### src/hdl/icr_pkg.sv
package icr_pkg;

    // Number of interrupt lines that exist; bits above this read zero.
    localparam int NUM_LINES = 16;

    // Width of the register words and of the source line vector.
    localparam int WORD_W = 16;

    // Lines that exist, as a bit mask over the register word.
    localparam logic [WORD_W-1:0] LINE_MASK = WORD_W'((33'd1 << NUM_LINES) - 33'd1);

    // Item commands.
    localparam logic [1:0] CMD_TICK  = 2'd0;
    localparam logic [1:0] CMD_READ  = 2'd1;
    localparam logic [1:0] CMD_WRITE = 2'd2;

    // Register word offsets.
    localparam logic [2:0] ADDR_ENABLE  = 3'd0;
    localparam logic [2:0] ADDR_MASK    = 3'd1;
    localparam logic [2:0] ADDR_SET     = 3'd2;
    localparam logic [2:0] ADDR_CLEAR   = 3'd3;
    localparam logic [2:0] ADDR_PENDING = 3'd4;

    // One input item.
    typedef struct packed {
        logic [1:0]        cmd;
        logic [2:0]        reg_addr;
        logic [WORD_W-1:0] write_data;
        logic [WORD_W-1:0] source_lines;
    } t_icr_in;

    // One result item.
    typedef struct packed {
        logic [WORD_W-1:0] read_data;
        logic              irq_out;
    } t_icr_out;

    // Handshake state of the input stage as seen by the register file.
    typedef struct packed {
        logic valid;
        logic advance;
    } t_icr_ctl;

endpackage

### src/hdl/icr_in_stage.sv
module icr_in_stage (
    input  logic             i_clk,
    input  logic             i_rst_n,
    input  logic             i_in_valid,
    output logic             o_in_stall,
    input  icr_pkg::t_icr_in i_in_data,
    input  logic             i_advance,
    output icr_pkg::t_icr_ctl o_ctl,
    output icr_pkg::t_icr_in o_item
);
    import icr_pkg::*;

    logic    r_valid;
    logic    n_valid;
    t_icr_in r_item;
    logic    load;

    // The stage is stalled only while it holds an item that cannot move on.
    assign o_in_stall = r_valid && !i_advance;
    assign load       = i_in_valid && !o_in_stall;

    always_comb begin
        n_valid = r_valid;
        if (load) begin
            n_valid = 1'b1;
        end else if (i_advance) begin
            n_valid = 1'b0;
        end
    end

    // Valid flag is control state; the payload register needs no reset.
    always_ff @(posedge i_clk) begin
        if (!i_rst_n) begin
            r_valid <= 1'b0;
        end else begin
            r_valid <= n_valid;
        end
    end

    always_ff @(posedge i_clk) begin
        if (load) begin
            r_item <= i_in_data;
        end
    end

    assign o_ctl.valid   = r_valid;
    assign o_ctl.advance = i_advance;
    assign o_item        = r_item;
endmodule

### src/hdl/icr_regfile.sv
module icr_regfile (
    input  logic              i_clk,
    input  logic              i_rst_n,
    input  icr_pkg::t_icr_ctl i_ctl,
    input  icr_pkg::t_icr_in  i_item,
    output icr_pkg::t_icr_out o_result
);
    import icr_pkg::*;

    logic [WORD_W-1:0] r_line_enable;
    logic              r_global_mask;
    logic [WORD_W-1:0] r_soft_set;
    logic [WORD_W-1:0] r_pending_bits;

    logic [WORD_W-1:0] n_line_enable;
    logic              n_global_mask;
    logic [WORD_W-1:0] n_soft_set;
    logic [WORD_W-1:0] n_pending_bits;
    logic [WORD_W-1:0] read_data;
    logic              commit;

    // State changes when the held item moves into the result register.
    assign commit = i_ctl.valid && i_ctl.advance;

    // Next state and read data for the item in the input stage.
    always_comb begin
        n_line_enable  = r_line_enable;
        n_global_mask  = r_global_mask;
        n_soft_set     = r_soft_set;
        n_pending_bits = r_pending_bits;
        read_data      = '0;
        case (i_item.cmd)
            CMD_TICK: begin
                n_pending_bits = (r_pending_bits | (i_item.source_lines & r_line_enable))
                                 & LINE_MASK;
            end
            CMD_READ: begin
                case (i_item.reg_addr)
                    ADDR_ENABLE:  read_data = r_line_enable;
                    ADDR_MASK:    read_data = {{(WORD_W-1){1'b0}}, r_global_mask};
                    ADDR_SET:     read_data = r_soft_set;
                    ADDR_PENDING: read_data = r_pending_bits;
                    default:      read_data = '0;
                endcase
            end
            CMD_WRITE: begin
                case (i_item.reg_addr)
                    ADDR_ENABLE: begin
                        n_line_enable = i_item.write_data & LINE_MASK;
                    end
                    ADDR_MASK: begin
                        n_global_mask = i_item.write_data[0];
                    end
                    ADDR_SET: begin
                        // Only bits rising against the previous set value raise pending.
                        n_pending_bits = (r_pending_bits | (i_item.write_data & ~r_soft_set))
                                         & LINE_MASK;
                        n_soft_set     = i_item.write_data & LINE_MASK;
                    end
                    ADDR_CLEAR: begin
                        n_pending_bits = r_pending_bits & ~i_item.write_data & LINE_MASK;
                    end
                    default: begin
                        n_pending_bits = r_pending_bits;
                    end
                endcase
            end
            default: begin
                read_data = '0;
            end
        endcase
    end

    always_ff @(posedge i_clk) begin
        if (!i_rst_n) begin
            r_line_enable  <= '0;
            r_global_mask  <= 1'b0;
            r_soft_set     <= '0;
            r_pending_bits <= '0;
        end else if (commit) begin
            r_line_enable  <= n_line_enable;
            r_global_mask  <= n_global_mask;
            r_soft_set     <= n_soft_set;
            r_pending_bits <= n_pending_bits;
        end
    end

    // The interrupt output reflects the state after this item's update.
    assign o_result.read_data = read_data;
    assign o_result.irq_out   = (n_pending_bits != '0) && !n_global_mask;
endmodule

### src/hdl/interrupt_controller_regs.sv
// Sixteen-line interrupt controller with five word registers (enable, mask,
// set, clear, pending). Each input transfer is a tick carrying source lines,
// a register read or a register write, and it produces exactly one result
// transfer with the read data and the interrupt level after the update. An
// item passes an input register and then a result register, from which its
// result is offered at the output and transfers when the output is not
// stalled; one item is taken every cycle while the output is not stalled,
// and a stalled result holds the input stage only once that stage is also
// full.
module interrupt_controller_regs (
    input  logic              i_clk,
    input  logic              i_rst_n,
    input  logic              i_in_valid,
    output logic              o_in_stall,
    input  icr_pkg::t_icr_in  i_in_data,
    output logic              o_out_valid,
    input  logic              i_out_stall,
    output icr_pkg::t_icr_out o_out_data
);
    import icr_pkg::*;

    logic     r_out_valid;
    logic     n_out_valid;
    t_icr_out r_out_data;
    logic     advance;
    t_icr_ctl ctl;
    t_icr_in  item;
    t_icr_out result;

    // The result register can take a new item when empty or being drained.
    assign advance = !r_out_valid || !i_out_stall;

    icr_in_stage u_in_stage (
        .i_clk      (i_clk),
        .i_rst_n    (i_rst_n),
        .i_in_valid (i_in_valid),
        .o_in_stall (o_in_stall),
        .i_in_data  (i_in_data),
        .i_advance  (advance),
        .o_ctl      (ctl),
        .o_item     (item)
    );

    icr_regfile u_regfile (
        .i_clk    (i_clk),
        .i_rst_n  (i_rst_n),
        .i_ctl    (ctl),
        .i_item   (item),
        .o_result (result)
    );

    always_comb begin
        n_out_valid = r_out_valid;
        if (advance) begin
            n_out_valid = ctl.valid;
        end
    end

    // Result register.
    always_ff @(posedge i_clk) begin
        if (!i_rst_n) begin
            r_out_valid <= 1'b0;
        end else begin
            r_out_valid <= n_out_valid;
        end
    end

    always_ff @(posedge i_clk) begin
        if (advance && ctl.valid) begin
            r_out_data <= result;
        end
    end

    assign o_out_valid = r_out_valid;
    assign o_out_data  = r_out_data;
endmodule

### config.mk
export PLATFORM = sky130hd
export DESIGN_NAME = interrupt_controller_regs
export DESIGN_NICKNAME = d
export VERILOG_FILES = /design/src/hdl/icr_pkg.sv /design/src/hdl/icr_in_stage.sv /design/src/hdl/icr_regfile.sv /design/src/hdl/interrupt_controller_regs.sv
export SDC_FILE = /design/constraint.sdc
export NUM_CORES = 1
export LEC_CHECK = 0
export BUFFER_PORTS_ARGS = -buffer_cell sky130_fd_sc_hd__buf_2
export CAP_MARGIN = 20
export CORE_ASPECT_RATIO = 1.2
export CORE_MARGIN = 8
export CORE_UTILIZATION = 52
export CTS_CLUSTER_DIAMETER = 80
export DETAILED_ROUTE_END_ITERATION = 8
export PLACE_DENSITY = 0.76
export SLEW_MARGIN = 20
export SYNTH_ARGS = -nofsm -noshare
export SYNTH_HDL_FRONTEND = slang
export SYNTH_SLANG_ARGS = --single-unit
### constraint.sdc
create_clock -name i_clk -period 2.7 [get_ports i_clk]
set_input_delay 0.27 -clock i_clk [delete_from_list [all_inputs] [get_ports i_clk]]
set_output_delay 0.27 -clock i_clk [all_outputs]
set_load 0.005 [all_outputs]
# Yosys cells after proc, flatten, opt, wreduce, memory -nomap -nowiden
# Index checks and enable logic that the tools add are counted.
# totals
regBits	105
latch_bits	0
ramBits	0
rom_bits	0
out_inout_bits	19
memories	0
# op_classes
add_sub_neg	0
n_mul	0
div	0
n_lt_le_gt_ge	0
n_eq_ne	6
shift	0
n_mux	7
bitwise_logic	7
n_reduce_logical	16
# op_table
cell	count
16-bit one-hot mux with 2 select lines	2
16-bit one-hot mux with 4 select lines	1
16-bit AND	3
16-bit NOT	2
16-bit bitwise OR	2
16-bit nonzero test	1
3-bit by 2-bit == test with 1-bit output (second input constant)	2
3-bit AND reduction	2
1-bit zero test	5
1-bit logical AND	4
1-bit two-way mux	4
3-bit by 1-bit == test with 1-bit output (second input constant)	1
3-bit == test (second input constant)	1
3-bit zero test	1
2-bit by 1-bit == test with 1-bit output (second input constant)	1
2-bit == test (second input constant)	1
2-bit zero test	1
2-bit nonzero test	1
1-bit logical OR	1

# Logic depth before layout (Yosys ltp)
# depth
ltp_word	7
mapped_depth	7
mapped_depth_nobuf	5

# Modules after synthesis
# A second synthesis with hierarchy kept.
# hier_totals
cells_unflattened	407
area_unflattened_um2	4468.0
# by_module_without_submodules
module	instances	cells_each	area_each_um2
icr_regfile	1	342	2742.6
icr_in_stage	1	43	1173.6
interrupt_controller_regs	1	22	551.8

# Worst setup path before layout
# Ideal clock, no wire load.
# synth_path
path_kind	reg2reg
start	register r_out_valid (netlist: o_out_valid)
end	register u_in_stage.r_item, in the netlist u_in_stage.o_item[0], enable pin
arrival_time_ns	2.203
required_ns	2.264
slack_ns	0.061
path_stages_with_launch	3
period_less_slack_ns	2.639
path_cell_list	dfxtp_1 and3_1 nor2b_1
# synth_via
elab_chain_len	6
# synth_lines
element	line	text
start: declaration	interrupt_controller_regs.sv:22	logic r_out_valid;
start signal: assignment	interrupt_controller_regs.sv:64	r_out_valid <= n_out_valid;
1-bit zero test	interrupt_controller_regs.sv:31	assign advance = !r_out_valid || !i_out_stall;
1-bit logical OR	interrupt_controller_regs.sv:31	
1-bit zero test	icr_in_stage.sv:19	assign o_in_stall = r_valid && !i_advance;
1-bit logical AND	icr_in_stage.sv:19	
net o_in_stall	interrupt_controller_regs.sv:14	output logic o_in_stall,
1-bit zero test	icr_in_stage.sv:20	assign load = i_in_valid && !o_in_stall;
1-bit logical AND	icr_in_stage.sv:20	
net u_in_stage.load	icr_in_stage.sv:16	logic load;
end signal: assignment	icr_in_stage.sv:42	r_item <= i_in_data;
end: declaration	icr_in_stage.sv:15	t_icr_in r_item;
# The timed path passes the listed nets, and every way through them passes these cells.
# A chain may end at the register's enable or synchronous reset.

==> impl_metrics.json <==
{
  "status": "completed",
  "p_per_area_nw_per_um2": 552,
  "start_util_pct": 52.6,
  "worst_setup_path_end_kind": "flip-flop",
  "clk_pin_slew_ns": 0.09,
  "gr-usage-all-layers_pct": 17.4,
  "htreeDepth": 3,
  "drc": 0,
  "fp.dieArea_um2": 12300,
  "gp_congestion": 0.915,
  "antenna_cells": 0,
  "synth_largest_area_cell": "edfxtp_1",
  "slew_viol_final": 0,
  "synthAdderAreaFrac_pct": 0,
  "synth-seq-cells": 105,
  "hold_path_depth": 1,
  "rr_worst_depth": 5,
  "synth.avg_cell_area_um2": 11.3,
  "rows": 38,
  "p_switching_uw": 650,
  "cts_buffers": 9,
  "pwr-share-comb_pct": 7.2,
  "via_per_inst": 5.64,
  "cp_data_arrival_time_ns": 2.29,
  "syn_to_final_growth_pct": 13.0,
  "fin_area_um2": 5290,
  "clk_latency_ns": 0.37,
  "fp.dieH_um": 120,
  "fin_nets": 512,
  "worst-setup-path-type": "flip-flop to flip-flop",
  "cts_sinks": 105,
  "grt_pass1_wl_um": 16600,
  "antenna_left": 0,
  "tightest_slew_ns": 0.903,
  "wl_per_cell_um": 17.2,
  "crit_path_max_fanout": 22,
  "synth_top_cell_area_share_pct": 34.7,
  "place_hpwl_um": 7250,
  "antenna_found_initial": 0,
  "synth_compound_area_share_pct": 11.4,
  "intPower_uw": 2270,
  "dpl_cell_area_um2": 5090,
  "synth_xor_xnor_area_share_pct": 0,
  "worstHoldPathType": "primary input to flip-flop",
  "cts_tree": "yes",
  "synth_warnings": 0,
  "switching_share_pct": 22.3,
  "clockBufferDepth": 2,
  "drt_wl_total_um": 10300,
  "finalSetupViolations": 0,
  "ys_types": 46,
  "rsz0062_at_grt": "false",
  "ioPinCount": 60,
  "muxShareOfSynthArea_pct": 10.5,
  "ctsHoldBuffers": 0,
  "seqPwrFrac_pct": 60.6,
  "setup_tns_ns": 0,
  "grt_overflow": 0,
  "grt_start_max_net_pins": 52,
  "root_buffer": "clkbuf_8",
  "synth-edff-count": 54,
  "peakVddDrop_mv": 0.282,
  "synth_most_common_cell": "nor2b_1",
  "p_leak_uw": 0.00202,
  "vias": 3362,
  "synthCells": 415,
  "final_hold_viol_count": 0,
  "clock_skew_ns": 0.0111,
  "core_um2": 8890,
  "fmax_ghz": 0.459,
  "synthTopCellsByCount": "56 x nor2b_1, 54 x edfxtp_1, 51 x dfxtp_1",
  "clkPwrFrac_pct": 32.1,
  "cp.required_ns": 2.81,
  "startpoint_type": "flip-flop",
  "maxCapViolations": 0,
  "cts_resized": 0,
  "firstDrtPassIters": 4,
  "synthArstFlopShare_pct": 0,
  "cts_setup_buffers": 0,
  "fin_crit_ns": 2.18,
  "port_buffers": 59,
  "synth-simple-area-share_pct": 18.5,
  "syn_area_um2": 4680,
  "synth_top_family_by_area": "simple AND/OR/NAND/NOR gates",
  "slew_headroom_pct": 39.7,
  "synthFlopType": "edfxtp_1",
  "drt_iter0_drc": 219,
  "synthesis.nets": 456,
  "final.period_utilization_pct": 80.7,
  "layout-drive-gt1-share_pct": 20.6,
  "finalPower_uw": 2920,
  "fp.dieW_um": 103,
  "synth.area.top_cells": "edfxtp_1 35%, dfxtp_1 22%, mux2i_1 10%, nor2b_1 7.5%, a21oi_1 3.6%",
  "grt_pass1_vias": 3388,
  "ys_seq_area_share_pct": 56.5
}
worst max-delay path: stages, from the launching register on:
cell and delay, ns:
edfxtp_1 0.54, and4bb_4 0.59, and3_1 0.23, o22ai_1 0.08
nor4_1 0.33, a41oi_1 0.15
flip-flops by register name, indices dropped and copies added (netlist names):
name and flops:
u_in_stage.o_item 37, o_out_data 17, u_regfile.r_line_enable 16, u_regfile.r_pending_bits 16, u_regfile.r_soft_set 16, o_out_valid 1
u_in_stage.r_valid 1, u_regfile.r_global_mask 1
stage by stage:
step	worst slack [ns]	utilization [%]	hold slack (ns)	cells
floorplan	0.0611	-	0.369	415
global placement	0.594	57.3	0.447	580
detailed placement	0.537	57.3	0.448	580
CTS	0.530	59.5	0.0410	596
global route	0.346	59.5	0.0462	596
finish	0.520	59.5	0.0653	596
final timing paths:
check	slack, ns	from	end
worst max-delay path	0.52	u_in_stage.o_item[35]	o_out_data[0]
worst min-delay path	0.07	i_in_data[26]	u_in_stage.o_item[26]
worst max register to register	0.52	u_in_stage.o_item[35]	o_out_data[0]
worst min register to register	0.48	u_regfile.r_pending_bits[5]	u_regfile.r_pending_bits[5]
cells by family after synthesis:
family / Yosys count
AOI/OAI and AO/OA: 78
buffers and inverters: 29
DFF: 105
muxes: 49
and+or+nand+nor: 154
cell type report:
type                    count  area, um^2
clock buffers              12         178
well taps                 120         150
repair buffers             71         385
fillers                   758        3600
multi-input cells         281        1900
inverters                   3        11.3
clock inverters             4        21.3
flip-flops and latches    105        2640
metal layers:
metal	routed length, um	GRT usage (%)	vias up
li1	-	-	1617
met1	4260	20.5	1612
met2	5120	28.7	104
met3	568	3.77	29
met4	326	9.57	0
met5	0	0	-
cells in the final DEF, fill, tap and decap left out, types with 2 or more instances in the layout:
| master | netlist | final |
|---|---|---|
| nor4bb_1 | 5 | 5 |
| nor2_1 | 35 | 35 |
| o22ai_1 | 11 | 11 |
| and2_1 | 10 | 10 |
| a21oi_1 | 34 | 34 |
| clkbuf_8 | 0 | 9 |
| a31oi_1 | 2 | 2 |
| a211oi_1 | 3 | 3 |
| nand2b_1 | 3 | 3 |
| buf_4 | 1 | 12 |
| a221oi_2 | 5 | 5 |
| and3_1 | 10 | 10 |
| dfxtp_1 | 51 | 51 |
| a211o_1 | 2 | 2 |
| clkinv_2 | 0 | 3 |
| nor4_1 | 2 | 2 |
| mux2i_1 | 48 | 48 |
| nor2b_1 | 56 | 55 |
| nand2_1 | 14 | 14 |
| nand3b_1 | 3 | 3 |
| inv_1 | 3 | 3 |
| a21boi_1 | 4 | 4 |
| a221oi_1 | 3 | 3 |
| clkbuf_16 | 0 | 2 |
| edfxtp_1 | 54 | 54 |
| nor3_1 | 9 | 9 |
| a22oi_1 | 2 | 2 |
| a21o_1 | 2 | 2 |
| nand3_1 | 2 | 2 |
| buf_2 | 6 | 59 |
power groups by stage:
stage,Combinational (uW),Clock (uW),Sequential [uW]
after global routing,230,1030,1780
after CTS,211,967,1770
after floorplan,136,0,1790
after global placement,207,0,1800
after detailed placement,211,0,1810
final,211,937,1770
Note: power is estimated with default switching activity, not from simulation.
